**config.mk**
```make
export PLATFORM = sky130hd
export DESIGN_NAME = first_fit_staging_allocator
export DESIGN_NICKNAME = d
export VERILOG_FILES = /design/src/rtl/core/ffsa_pkg.sv /design/src/rtl/core/first_fit_staging_allocator.sv /design/src/rtl/core/ffsa_ctrl.sv /design/src/rtl/core/ffsa_datapath.sv
export SDC_FILE = /design/constraint.sdc
export NUM_CORES = 2
export LEC_CHECK = 0
export BUFFER_PORTS_ARGS = -buffer_cell sky130_fd_sc_hd__buf_2
export CORE_MARGIN = 2
export CORE_UTILIZATION = 60
export CTS_BUF_LIST = sky130_fd_sc_hd__clkbuf_4
export CTS_CLUSTER_SIZE = 25
export DETAILED_ROUTE_END_ITERATION = 7
export GPL_ROUTABILITY_DRIVEN = 0
export PLACE_DENSITY = 0.82
export SKIP_CTS_REPAIR_TIMING = 1
export SLEW_MARGIN = 20
export SYNTH_ARGS = -nofsm -noshare
export SYNTH_HDL_FRONTEND = slang
export SYNTH_SLANG_ARGS = --single-unit
```
**constraint.sdc**
```tcl
create_clock -name clk -period 11.7 [get_ports clk]
set_input_delay 2.34 -clock clk [delete_from_list [all_inputs] [get_ports clk]]
set_output_delay 2.34 -clock clk [all_outputs]
set_load 0.05 [all_outputs]
```
**src/rtl/core/ffsa_pkg.sv**
```systemverilog
// Shared types and constants of the first-fit staging allocator.
`timescale 1ns / 1ps
package ffsa_pkg;

  localparam logic [1:0] OP_ALLOC    = 2'd0;
  localparam logic [1:0] OP_RELEASE  = 2'd1;
  localparam logic [1:0] OP_FLUSH    = 2'd2;
  localparam logic [1:0] OP_RESERVED = 2'd3;

  localparam logic [31:0] BUF_SIZE_RESET = 32'd67108864;

  typedef enum logic [2:0] {
    ST_IDLE,
    ST_DISPATCH,
    ST_SCAN,
    ST_DECIDE,
    ST_SHIFT,
    ST_WRITE,
    ST_DONE
  } state_t;

  typedef struct packed {
    logic [31:0] start_off;
    logic [31:0] len;
    logic [7:0]  tag;
  } entry_t;

  typedef struct packed {
    logic load;
    logic prep;
    logic flush_all;
    logic set_too_large;
    logic scan_step;
    logic begin_insert;
    logic begin_remove;
    logic shift_step;
    logic insert;
  } cmd_t;

  typedef struct packed {
    logic [1:0] op;
    logic       oversize;
    logic       scan_done;
    logic       found;
    logic       need_flush;
    logic       shift_needed;
    logic       shift_done;
  } sts_t;

endpackage

```
**src/rtl/core/first_fit_staging_allocator.sv**
```systemverilog
// Top level of the first-fit staging allocator.
//
//  channel  | ports                                        | handshake
//  ---------+----------------------------------------------+-----------------------
//  request  | operation, request_size, release_tag         | start high, busy low
//  result   | region_offset, region_tag, flushed, too_large| done, one cycle, no stall
//  config   | cfg_data (buffer_size)                       | cfg_write, no wait
//
// One request at a time. An allocation or a release walks the region table, so
// its time depends on the number of live regions; a flush, an oversized request
// or an unused operation code goes from dispatch straight to done. The single
// read port of the region table sets the walk: the scan reads one entry a cycle
// up to the chosen slot and the insert or remove shift moves one entry a cycle
// from there on. Synchronous reset empties the table and resets buffer_size to
// 64 MiB; no clearing pass is needed. done pulses for one cycle and cannot be
// stalled; the next request is taken in the cycle after it.
`timescale 1ns / 1ps
module first_fit_staging_allocator #(
  parameter int MAX_REGIONS = 16
) (
  input  logic        clk,
  input  logic        rst,
  input  logic        cfg_write,
  input  logic [31:0] cfg_data,
  input  logic        start,
  output logic        busy,
  input  logic [1:0]  operation,
  input  logic [31:0] request_size,
  input  logic [7:0]  release_tag,
  output logic        done,
  output logic [31:0] region_offset,
  output logic [7:0]  region_tag,
  output logic        flushed,
  output logic        too_large
);

  ffsa_pkg::cmd_t cmd;
  ffsa_pkg::sts_t sts;

  // Sequence the request: dispatch, scan, decide, shift, write, report.
  ffsa_ctrl u_ctrl (
    .clk   (clk),
    .rst   (rst),
    .start (start),
    .sts   (sts),
    .cmd   (cmd),
    .busy  (busy),
    .done  (done)
  );

  // Hold the sorted region table, the scan cursor and the result registers.
  ffsa_datapath #(
    .MAX_REGIONS (MAX_REGIONS)
  ) u_dp (
    .clk           (clk),
    .rst           (rst),
    .cfg_write     (cfg_write),
    .cfg_data      (cfg_data),
    .operation     (operation),
    .request_size  (request_size),
    .release_tag   (release_tag),
    .cmd           (cmd),
    .sts           (sts),
    .region_offset (region_offset),
    .region_tag    (region_tag),
    .flushed       (flushed),
    .too_large     (too_large)
  );

endmodule

```
**src/rtl/core/ffsa_ctrl.sv**
```systemverilog
// Controller state machine of the allocator.
`timescale 1ns / 1ps
module ffsa_ctrl (
  input  logic            clk,
  input  logic            rst,
  input  logic            start,
  input  ffsa_pkg::sts_t  sts,
  output ffsa_pkg::cmd_t  cmd,
  output logic            busy,
  output logic            done
);

  ffsa_pkg::state_t state;
  ffsa_pkg::state_t state_next;

  always_ff @(posedge clk) begin
    if (rst) begin
      state <= ffsa_pkg::ST_IDLE;
    end else begin
      state <= state_next;
    end
  end

  always_comb begin
    state_next = state;
    case (state)
      ffsa_pkg::ST_IDLE: begin
        if (start) state_next = ffsa_pkg::ST_DISPATCH;
      end
      ffsa_pkg::ST_DISPATCH: begin
        case (sts.op)
          ffsa_pkg::OP_ALLOC: begin
            state_next = sts.oversize ? ffsa_pkg::ST_DONE : ffsa_pkg::ST_SCAN;
          end
          ffsa_pkg::OP_RELEASE: state_next = ffsa_pkg::ST_SCAN;
          default:              state_next = ffsa_pkg::ST_DONE;
        endcase
      end
      ffsa_pkg::ST_SCAN: begin
        if (sts.scan_done) state_next = ffsa_pkg::ST_DECIDE;
      end
      ffsa_pkg::ST_DECIDE: begin
        if (sts.op == ffsa_pkg::OP_ALLOC) begin
          if (sts.need_flush) state_next = ffsa_pkg::ST_WRITE;
          else if (sts.shift_needed) state_next = ffsa_pkg::ST_SHIFT;
          else state_next = ffsa_pkg::ST_WRITE;
        end else begin
          state_next = sts.found ? ffsa_pkg::ST_SHIFT : ffsa_pkg::ST_DONE;
        end
      end
      ffsa_pkg::ST_SHIFT: begin
        if (sts.shift_done) begin
          state_next = (sts.op == ffsa_pkg::OP_ALLOC) ? ffsa_pkg::ST_WRITE
                                                       : ffsa_pkg::ST_DONE;
        end
      end
      ffsa_pkg::ST_WRITE: state_next = ffsa_pkg::ST_DONE;
      ffsa_pkg::ST_DONE:  state_next = ffsa_pkg::ST_IDLE;
      default:            state_next = ffsa_pkg::ST_IDLE;
    endcase
  end

  always_comb begin
    cmd  = '0;
    busy = 1'b1;
    done = 1'b0;
    case (state)
      ffsa_pkg::ST_IDLE: begin
        busy     = 1'b0;
        cmd.load = start;
      end
      ffsa_pkg::ST_DISPATCH: begin
        cmd.prep = 1'b1;
        case (sts.op)
          ffsa_pkg::OP_ALLOC: cmd.set_too_large = sts.oversize;
          ffsa_pkg::OP_FLUSH: cmd.flush_all = 1'b1;
          default:            cmd.flush_all = 1'b0;
        endcase
      end
      ffsa_pkg::ST_SCAN: cmd.scan_step = !sts.scan_done;
      ffsa_pkg::ST_DECIDE: begin
        if (sts.op == ffsa_pkg::OP_ALLOC) begin
          if (sts.need_flush) cmd.flush_all = 1'b1;
          else cmd.begin_insert = sts.shift_needed;
        end else begin
          cmd.begin_remove = sts.found;
        end
      end
      ffsa_pkg::ST_SHIFT: cmd.shift_step = !sts.shift_done;
      ffsa_pkg::ST_WRITE: cmd.insert = 1'b1;
      ffsa_pkg::ST_DONE:  done = 1'b1;
      default:            busy = 1'b1;
    endcase
  end

endmodule

```
**src/rtl/core/ffsa_datapath.sv**
```systemverilog
// Region table, scan cursor and result registers of the allocator.
`timescale 1ns / 1ps
module ffsa_datapath #(
  parameter int MAX_REGIONS = 16
) (
  input  logic            clk,
  input  logic            rst,
  input  logic            cfg_write,
  input  logic [31:0]     cfg_data,
  input  logic [1:0]      operation,
  input  logic [31:0]     request_size,
  input  logic [7:0]      release_tag,
  input  ffsa_pkg::cmd_t  cmd,
  output ffsa_pkg::sts_t  sts,
  output logic [31:0]     region_offset,
  output logic [7:0]      region_tag,
  output logic            flushed,
  output logic            too_large
);

  localparam int AW = $clog2(MAX_REGIONS);
  localparam int CW = $clog2(MAX_REGIONS + 1);

  ffsa_pkg::entry_t mem [MAX_REGIONS];
  ffsa_pkg::entry_t rd_data;
  ffsa_pkg::entry_t wdata;
  logic             we;
  logic [AW-1:0]    waddr;
  logic [AW-1:0]    raddr;

  logic [31:0]   buffer_size;
  logic [CW-1:0] count;
  logic [7:0]    next_id;
  logic [CW-1:0] ridx;
  logic [CW-1:0] left;
  logic          pvalid;
  logic          found;

  logic [1:0]    op_r;
  logic [31:0]   size_r;
  logic [7:0]    tag_r;
  logic [32:0]   cur;
  logic [CW-1:0] pos;
  logic [AW-1:0] pidx;

  logic [33:0]   cur_plus_size;
  logic          fit;
  logic          up;
  logic          scan_issue;
  logic          shift_issue;

  assign up            = (op_r == ffsa_pkg::OP_ALLOC);
  assign cur_plus_size = {1'b0, cur} + {2'b00, size_r};
  assign fit = up ? ({2'b00, rd_data.start_off} >= cur_plus_size)
                  : (rd_data.tag == tag_r);
  assign scan_issue  = (ridx != count);
  assign shift_issue = (left != '0);

  always_comb begin
    sts              = '0;
    sts.op           = op_r;
    sts.oversize     = (size_r > buffer_size);
    sts.found        = found;
    sts.scan_done    = found || (!pvalid && !scan_issue);
    sts.need_flush   = (count == CW'(MAX_REGIONS)) ||
                       (cur_plus_size > {2'b00, buffer_size});
    sts.shift_needed = (pos != count);
    sts.shift_done   = !pvalid && !shift_issue;
  end

  // Table port: one write, one registered read.
  always_comb begin
    raddr = ridx[AW-1:0];
    we    = 1'b0;
    waddr = pos[AW-1:0];
    wdata = '{start_off: cur[31:0], len: size_r, tag: next_id};
    if (cmd.shift_step && pvalid) begin
      we    = 1'b1;
      waddr = up ? (pidx + AW'(1)) : (pidx - AW'(1));
      wdata = rd_data;
    end
    if (cmd.insert) begin
      we = 1'b1;
    end
  end

  always_ff @(posedge clk) begin
    if (we) mem[waddr] <= wdata;
    rd_data <= mem[raddr];
  end

  // Control state.
  always_ff @(posedge clk) begin
    if (rst) begin
      buffer_size <= ffsa_pkg::BUF_SIZE_RESET;
      count       <= '0;
      next_id     <= '0;
      ridx        <= '0;
      left        <= '0;
      pvalid      <= 1'b0;
      found       <= 1'b0;
    end else begin
      if (cfg_write) buffer_size <= cfg_data;
      if (cmd.prep) begin
        ridx   <= '0;
        pvalid <= 1'b0;
        found  <= 1'b0;
      end
      if (cmd.flush_all) count <= '0;
      if (cmd.scan_step) begin
        if (scan_issue) ridx <= ridx + CW'(1);
        pvalid <= scan_issue;
        if (pvalid && !found && fit) found <= 1'b1;
      end
      if (cmd.begin_insert) begin
        ridx   <= count - CW'(1);
        left   <= count - pos;
        pvalid <= 1'b0;
      end
      if (cmd.begin_remove) begin
        ridx   <= pos + CW'(1);
        left   <= count - CW'(1) - pos;
        count  <= count - CW'(1);
        pvalid <= 1'b0;
      end
      if (cmd.shift_step) begin
        if (shift_issue) begin
          ridx <= up ? (ridx - CW'(1)) : (ridx + CW'(1));
          left <= left - CW'(1);
        end
        pvalid <= shift_issue;
      end
      if (cmd.insert) begin
        count   <= count + CW'(1);
        next_id <= next_id + 8'd1;
      end
    end
  end

  // Payload.
  always_ff @(posedge clk) begin
    if (cmd.load) begin
      op_r   <= operation;
      size_r <= request_size;
      tag_r  <= release_tag;
    end
    if (cmd.prep) begin
      cur           <= '0;
      pos           <= count;
      region_offset <= '0;
      region_tag    <= '0;
      flushed       <= 1'b0;
      too_large     <= 1'b0;
    end
    if (cmd.set_too_large) too_large <= 1'b1;
    if (cmd.flush_all) begin
      flushed <= 1'b1;
      pos     <= '0;
      cur     <= '0;
    end
    if (cmd.scan_step) begin
      if (scan_issue) pidx <= ridx[AW-1:0];
      if (pvalid && !found) begin
        if (fit) pos <= CW'(pidx);
        else if (up) cur <= {1'b0, rd_data.start_off} + {1'b0, rd_data.len};
      end
    end
    if (cmd.shift_step && shift_issue) pidx <= ridx[AW-1:0];
    if (cmd.insert) begin
      region_offset <= cur[31:0];
      region_tag    <= next_id;
    end
  end

endmodule

```
After elaboration in Yosys (flattened, before gate mapping)
Memory sizes are Yosys's and may differ from the RTL's. A register that Yosys moved wholly into a read port is not among the register bits.
Cells that the tools add are included.
- flip-flop bits (word level): 186
- bits in writable memories: 1152
- bits of input ports: 78
- output and inout bits: 44
- memories kept: 1
- add/sub/neg operators: 13
- magnitude comparators: 3
- equality and inequality tests: 15
- multiplexer cells: 77
- reduce and logical (&&, ||, !) cells: 24
- memory list (name ; words ; width ; read ports ; clocked after memory_dff ; write ports ; RTL line ; RTL):
    u_dp.mem ; 16 ; 72 ; 1 ; 1 ; 1 ; ffsa_datapath.sv:24 ; ffsa_pkg::entry_t mem [MAX_REGIONS];
- operators by type and width (operator ; count):
    33-bit two-way mux ; 6
    5-bit two-way mux ; 20
    72-bit two-way mux ; 1
    32-bit two-way mux ; 2
    33-bit by 32-bit adder with 34-bit output ; 1
    32-bit by 34-bit >= comparator with 1-bit output ; 1
    34-bit by 32-bit > comparator with 1-bit output ; 1
    32-bit by 32-bit adder with 33-bit output ; 1
    32-bit > comparator ; 1
    1-bit two-way mux ; 29
    4-bit two-way mux ; 5
    3-bit two-way mux ; 6
    3-bit case mux with 6 select lines ; 1
    8-bit two-way mux ; 2
    5-bit by 1-bit adder with 5-bit output, second input constant ; 3
    5-bit by 1-bit subtractor with 5-bit output, second input constant ; 3
    5-bit inequality test ; 2
    5-bit nonzero test ; 2
    5-bit subtractor ; 2
    3-bit == test, second input constant ; 3
    8-bit by 1-bit adder with 8-bit output, second input constant ; 1
    8-bit == test ; 1
    3-bit by 2-bit == test with 1-bit output, second input constant ; 2
    1-bit logical AND ; 6
    other kinds (19) ; 30

Longest topological paths before layout
- word-level depth: 11
- gate-level depth with buffers: 23
- mapped depth without buffers: 22

Modules after synthesis
Synthesis repeated with hierarchy kept, for this count alone.
- cell total of the unflattened synthesis: 3263
- area, all modules: 58917.8 um2
- by module, submodules not included (module ; times used ; cells each ; area each (um2)):
    ffsa_datapath ; 1 ; 3217 ; 58548.7
    ffsa_ctrl ; 1 ; 46 ; 369.1

Least setup slack after synthesis
No wires, ideal clock.
- kind: register to register
- start: register u_ctrl.state[1]
- end: memory u_dp.mem[4][0] (netlist name) (enable)
- arrival: 4.855 ns
- data required time: 11.197 ns
- slack: 6.342 ns
- cell stages (with the launch flop): 9
- path buffers: 3
- cells stage by stage: dfxtp_1 -> clkbuf_1 -> nor3b_1 -> and2_1 -> clkbuf_1 -> clkbuf_1 -> nand2_1 -> o32a_1 -> nor2_1
- longest elaborated chain between the ends: 7
- elaborated cells on any way between the ends: 10
- those cells by class: eq/ne (2); mux (7); reduce/logical (1)
- ends and longest elaborated chain (what ; RTL line ; RTL):
    start, declared ; ffsa_ctrl.sv:13 ; ffsa_pkg::state_t state;
    start signal, assigned ; ffsa_ctrl.sv:18 ; state <= ffsa_pkg::ST_IDLE;
    start signal, assigned ; ffsa_ctrl.sv:20 ; state <= state_next;
    3-bit == test ; ffsa_ctrl.sv:67 ; case (state)
    1-bit two-way mux ; ffsa_ctrl.sv:67 ;
    1-bit logical AND ; ffsa_datapath.sv:77 ; if (cmd.shift_step && pvalid) begin
    1-bit two-way mux ; ffsa_datapath.sv:77 ;
    1-bit two-way mux ; ffsa_datapath.sv:82 ; if (cmd.insert) begin
    1-bit two-way mux ; ffsa_datapath.sv:88 ; if (we) mem[waddr] <= wdata;
    1-bit two-way mux (not written as such) ; ffsa_datapath.sv:88 ;
    end, declared ; ffsa_datapath.sv:24 ;
Several ways; a longest one is shown, not always the timed one.

Worst setup path in the final report
- start: register u_dp.cur[0]
- end: register u_dp.cur[31]
- longest elaborated chain between the ends: 11
- elaborated cells on any way between the ends: 13
- those cells by class: add/sub (1); order compare (2); mux (9); reduce/logical (1)
- ends and longest elaborated chain (what ; RTL line ; RTL):
    start, declared ; ffsa_datapath.sv:42 ; logic [32:0] cur;
    start signal, assigned ; ffsa_datapath.sv:165 ; else if (up) cur <= {1'b0, rd_data.start_off} + {1'b0, rd_data.len};
    33-bit by 32-bit adder with 34-bit output * ; ffsa_datapath.sv:53 ; assign cur_plus_size = {1'b0, cur} + {2'b00, size_r};
    34-bit by 32-bit > comparator with 1-bit output ; ffsa_datapath.sv:66 ; (cur_plus_size > {2'b00, buffer_size});
    1-bit logical OR ; ffsa_datapath.sv:65 ; sts.need_flush = (count == CW'(MAX_REGIONS)) ||
    1-bit two-way mux ; ffsa_ctrl.sv:83 ; if (sts.need_flush) cmd.flush_all = 1'b1;
    1-bit two-way mux ; ffsa_ctrl.sv:82 ; if (sts.op == ffsa_pkg::OP_ALLOC) begin
    1-bit case mux with 2 select lines ; ffsa_ctrl.sv:67 ;
    33-bit two-way mux ; ffsa_datapath.sv:156 ; if (cmd.flush_all) begin
    33-bit two-way mux ; ffsa_datapath.sv:165 ;
    33-bit two-way mux ; ffsa_datapath.sv:164 ; if (fit) pos <= CW'(pidx);
    33-bit two-way mux ; ffsa_datapath.sv:163 ; if (pvalid && !found) begin
    33-bit two-way mux * ; ffsa_datapath.sv:161 ; if (cmd.scan_step) begin
Every way passes the cells marked *; elsewhere a longest branch is shown, timed or not.
A chain may end at the register's enable or synchronous reset.

==> impl_metrics.csv <==
group,metric,value,unit
global_route,grt_max_degree,106,
detailed_routing,drt_iter0_drc,5015,
timing,worst_slew_pin_slew,1.17,ns
worst_setup_path,critPathSlowestCell,"a21oi_4",
global_route,track_usage,30.8,%
cells_and_area,drive_above_1_share,31.3,%
synthesis,synth_edf_count,1238,
clock_tree,insertion_delay,1.27,ns
floorplan,io_pins,122,
floorplan,dieArea,101000,sq um
timing,final.min_clock_period,6.41,ns
floorplan,core,97000,sq um
worst_setup_path,rrSetupSlack,5.29,ns
run_status,status,"complete, no violations",
detailed_routing,vias,34200,
clock_tree,cts_tree,"built",
worst_setup_path,max_stage_delay,0.88,ns
timing,finalCritPeriodShare,54.8,%
flow_run,cap_viol_max_count,0,
floorplan,initial_core_util,60.7,%
clock_tree,ctsLongestPathBuffers,4,
detailed_routing,final_antenna_net_count,0,
timing,setup_violations,0,
timing,rsz0062_at_grt,"no",
synthesis,synth_cell_types,90,
detailed_routing,wire_per_inst,29.4,um
detailed_routing,dr.pass1.iters,7,
synthesis,synth_top_cell_by_area,"edfxtp_1",
worst_setup_path,crit_path_end_kind,"flip-flop",
detailed_routing,drc_errors,0,
synthesis,ys.warnings.count,0,
global_route,grt_pass1_wl,223000,um
cells_and_area,utilization,67.6,%
detailed_routing,vias_per_cell,6.63,
pwr,ir_worst_vdd,0.109,mV
synthesis,postSynthCellCount,3217,
detailed_routing,drt_wl_total,152000,um
synthesis,avgSynthCellArea,18.3,sq um
synthesis,synth_area_leaders,"edfxtp_1, mux4_2, dfxtp_1",
global_route,grt.overflow.total,0,
cells_and_area,regArea,40600,sq um
synthesis,synth.top_cell.area_share,63.1,%
worst_setup_path,arrival,7.52,ns
clock_tree,cts_root_buf,"clkbuf_4",
floorplan,die_w,317,um
timing,drv_slew,0,
placement,dp.final_hpwl,91400,um
timing,fmax,0.156,GHz
synthesis,syn_nets,3478,
timing,whs,0.503,ns
synthesis,synth_common_cells,"edfxtp_1, mux4_2, ha_1",
cells_and_area,syn_to_final_growth,11.3,%
timing,max_slew_margin,21.9,%
placement,port_buffers,121,
global_route,grt_pass1_vias,34900,
worst_setup_path,cp.required,12.81,ns
worst_setup_path,startpoint_type,"flip-flop",
pwr,powerDensity,178,nW/um^2
timing,clock_skew,0.116,ns
clock_tree,clk_pin_slew,0.08,ns
synthesis,synth_most_common_cell,"edfxtp_1",
worst_setup_path,path_max_fanout,36,
floorplan,dieHeight,317,um
global_route,antenna_found_initial,6,
pwr,leakagePower,23.1,nW
cells_and_area,multiInputGateArea,17500,sq um
worst_setup_path,path_cells,"ha_1, inv_1, fa_1, nor2b_1, o31a_1, o21ai_1, o21ba_2, o21ai_1, a21oi_1, nor2_1, a21o_1, xnor2_1, ha_1, nand4_1, nor4_1, and3_1, a221oi_1, a31oi_1, a311o_1, a21oi_4, nor3_4, buf_4, a221o_1",
pwr,total_power,0.0117,W
synthesis,synth_area,58900,sq um
synthesis,ys_seq_area_share,68.9,%
synthesis,async_reset_ff_share,0,%
cells_and_area,fill_cells,6132,
timing,hold_violations,0,
worst_setup_path,worstSetupPathType,"flip-flop to flip-flop",
timing,fin_setup_tns,0,ns
synthesis,synth_ff_type,"edfxtp_1",
worst_hold_path,hold_path_class,"flip-flop to flip-flop",
cells_and_area,fin_nets,3867,
floorplan,rows,114,
synthesis,ys_seq_elements,1410,
clock_tree,cts_made_buffers,354,
clock_tree,cts.sinks,1410,
clock_tree,h-tree-depth,5,
[layout make-up]
cell class / count / area share, %
clock inverter: 81 / 0.574
sequential: 1410 / 62.0
antenna: 11 / 0.0420
multi-input combinational: 1568 / 26.7
tap: 1276 / 2.43
timing repair buffer: 176 / 1.58
inverter: 96 / 0.549
clock buffer: 540 / 6.18
[layout by cell type (no fill, tap or decap), types with 21 or more instances in the layout]
master and n:
mux4_2 360, inv_1 96, nor2_1 91, and3_1 50, dfxtp_1 167, clkbuf_4 540, nor3_1 23, mux2_2 73
mux2i_1 35, clkinv_1 64, buf_4 53, nand2_1 91, edfxtp_1 1238, a22o_1 28, xnor2_1 67, a21oi_1 112
buf_2 121, ha_1 178, nand3_1 42, a21o_1 42, nand4_1 29, xor2_1 39, o21a_1 21, o21ai_0 53
[report_power, final]
part / internal [W] / leakage, nW / switching (W)
sequential: 0.00582 / 13.4 / 0.000163
combinational: 0.000518 / 7.10 / 0.00114
clock: 0.00214 / 2.66 / 0.00190
total: 0.00848 / 23.1 / 0.00321
[flip-flops by register name, summed over array words and instances, names as in the netlist, 8 cells and up]
name and count:
u_dp.mem 1152, u_dp.rd_data 72, u_dp.cur 33, u_dp.buffer_size 32
u_dp.region_offset 32, u_dp.size_r 32, u_dp.next_id 8, u_dp.region_tag 8
u_dp.tag_r 8
[worst max-delay path: cells and delay by family, from the launching register on]
| kind | cells | cell delay (ns) |
|---|---|---|
| buffers and inverters | 2 | 0.38 |
| XOR/XNOR | 1 | 0.17 |
| flip-flops | 1 | 0.37 |
| AO/OA/AOI/OAI | 11 | 3.26 |
| adder cells (fa/ha/maj) | 3 | 0.92 |
| AND/OR/NAND/NOR | 6 | 1.19 |
[metrics by stage]
step                std cells  setup WS, ns  instance area [sq um]
finish                   5158          5.29                  65600
global route             5152          4.83                  65600
CTS                      5145          5.40                  65500
detailed placement       4524          5.41                  61100
global placement         4524          5.74                  61100
floorplan                3217          6.34                  58900
[worst paths after layout]
| kind | depth (start not counted) | end | start |
|---|---|---|---|
| worst max-delay path | 23 | u_dp.cur[31] | u_dp.cur[0] |
| worst min-delay path | 2 | u_dp.flushed | u_dp.flushed |
| worst max register to register | 23 | u_dp.cur[31] | u_dp.cur[0] |
| worst min register to register | 2 | u_dp.flushed | u_dp.flushed |
[metal layers]
| metal | part of all wire [%] | GRT usage, % | vias up |
|---|---|---|---|
| li1 | - | - | 14100 |
| met5 | 0.012 | 0 | - |
| met3 | 12 | 7.36 | 470 |
| met2 | 47 | 47.0 | 2468 |
| met4 | 5.2 | 15.8 | 2 |
| met1 | 36 | 42.1 | 17200 |
[logic make-up after synthesis]
group	after synthesis	share of synthesized area (%)
AOI/OAI and AO/OA	400	4.71
buffers and inverters	239	1.60
DFF	1410	68.9
muxes	468	15.7
xor gates and xnor gates	106	1.58
and+or+nand+nor	411	3.48
adders and majority gates	183	3.95
(Power assumes the default switching activity.)
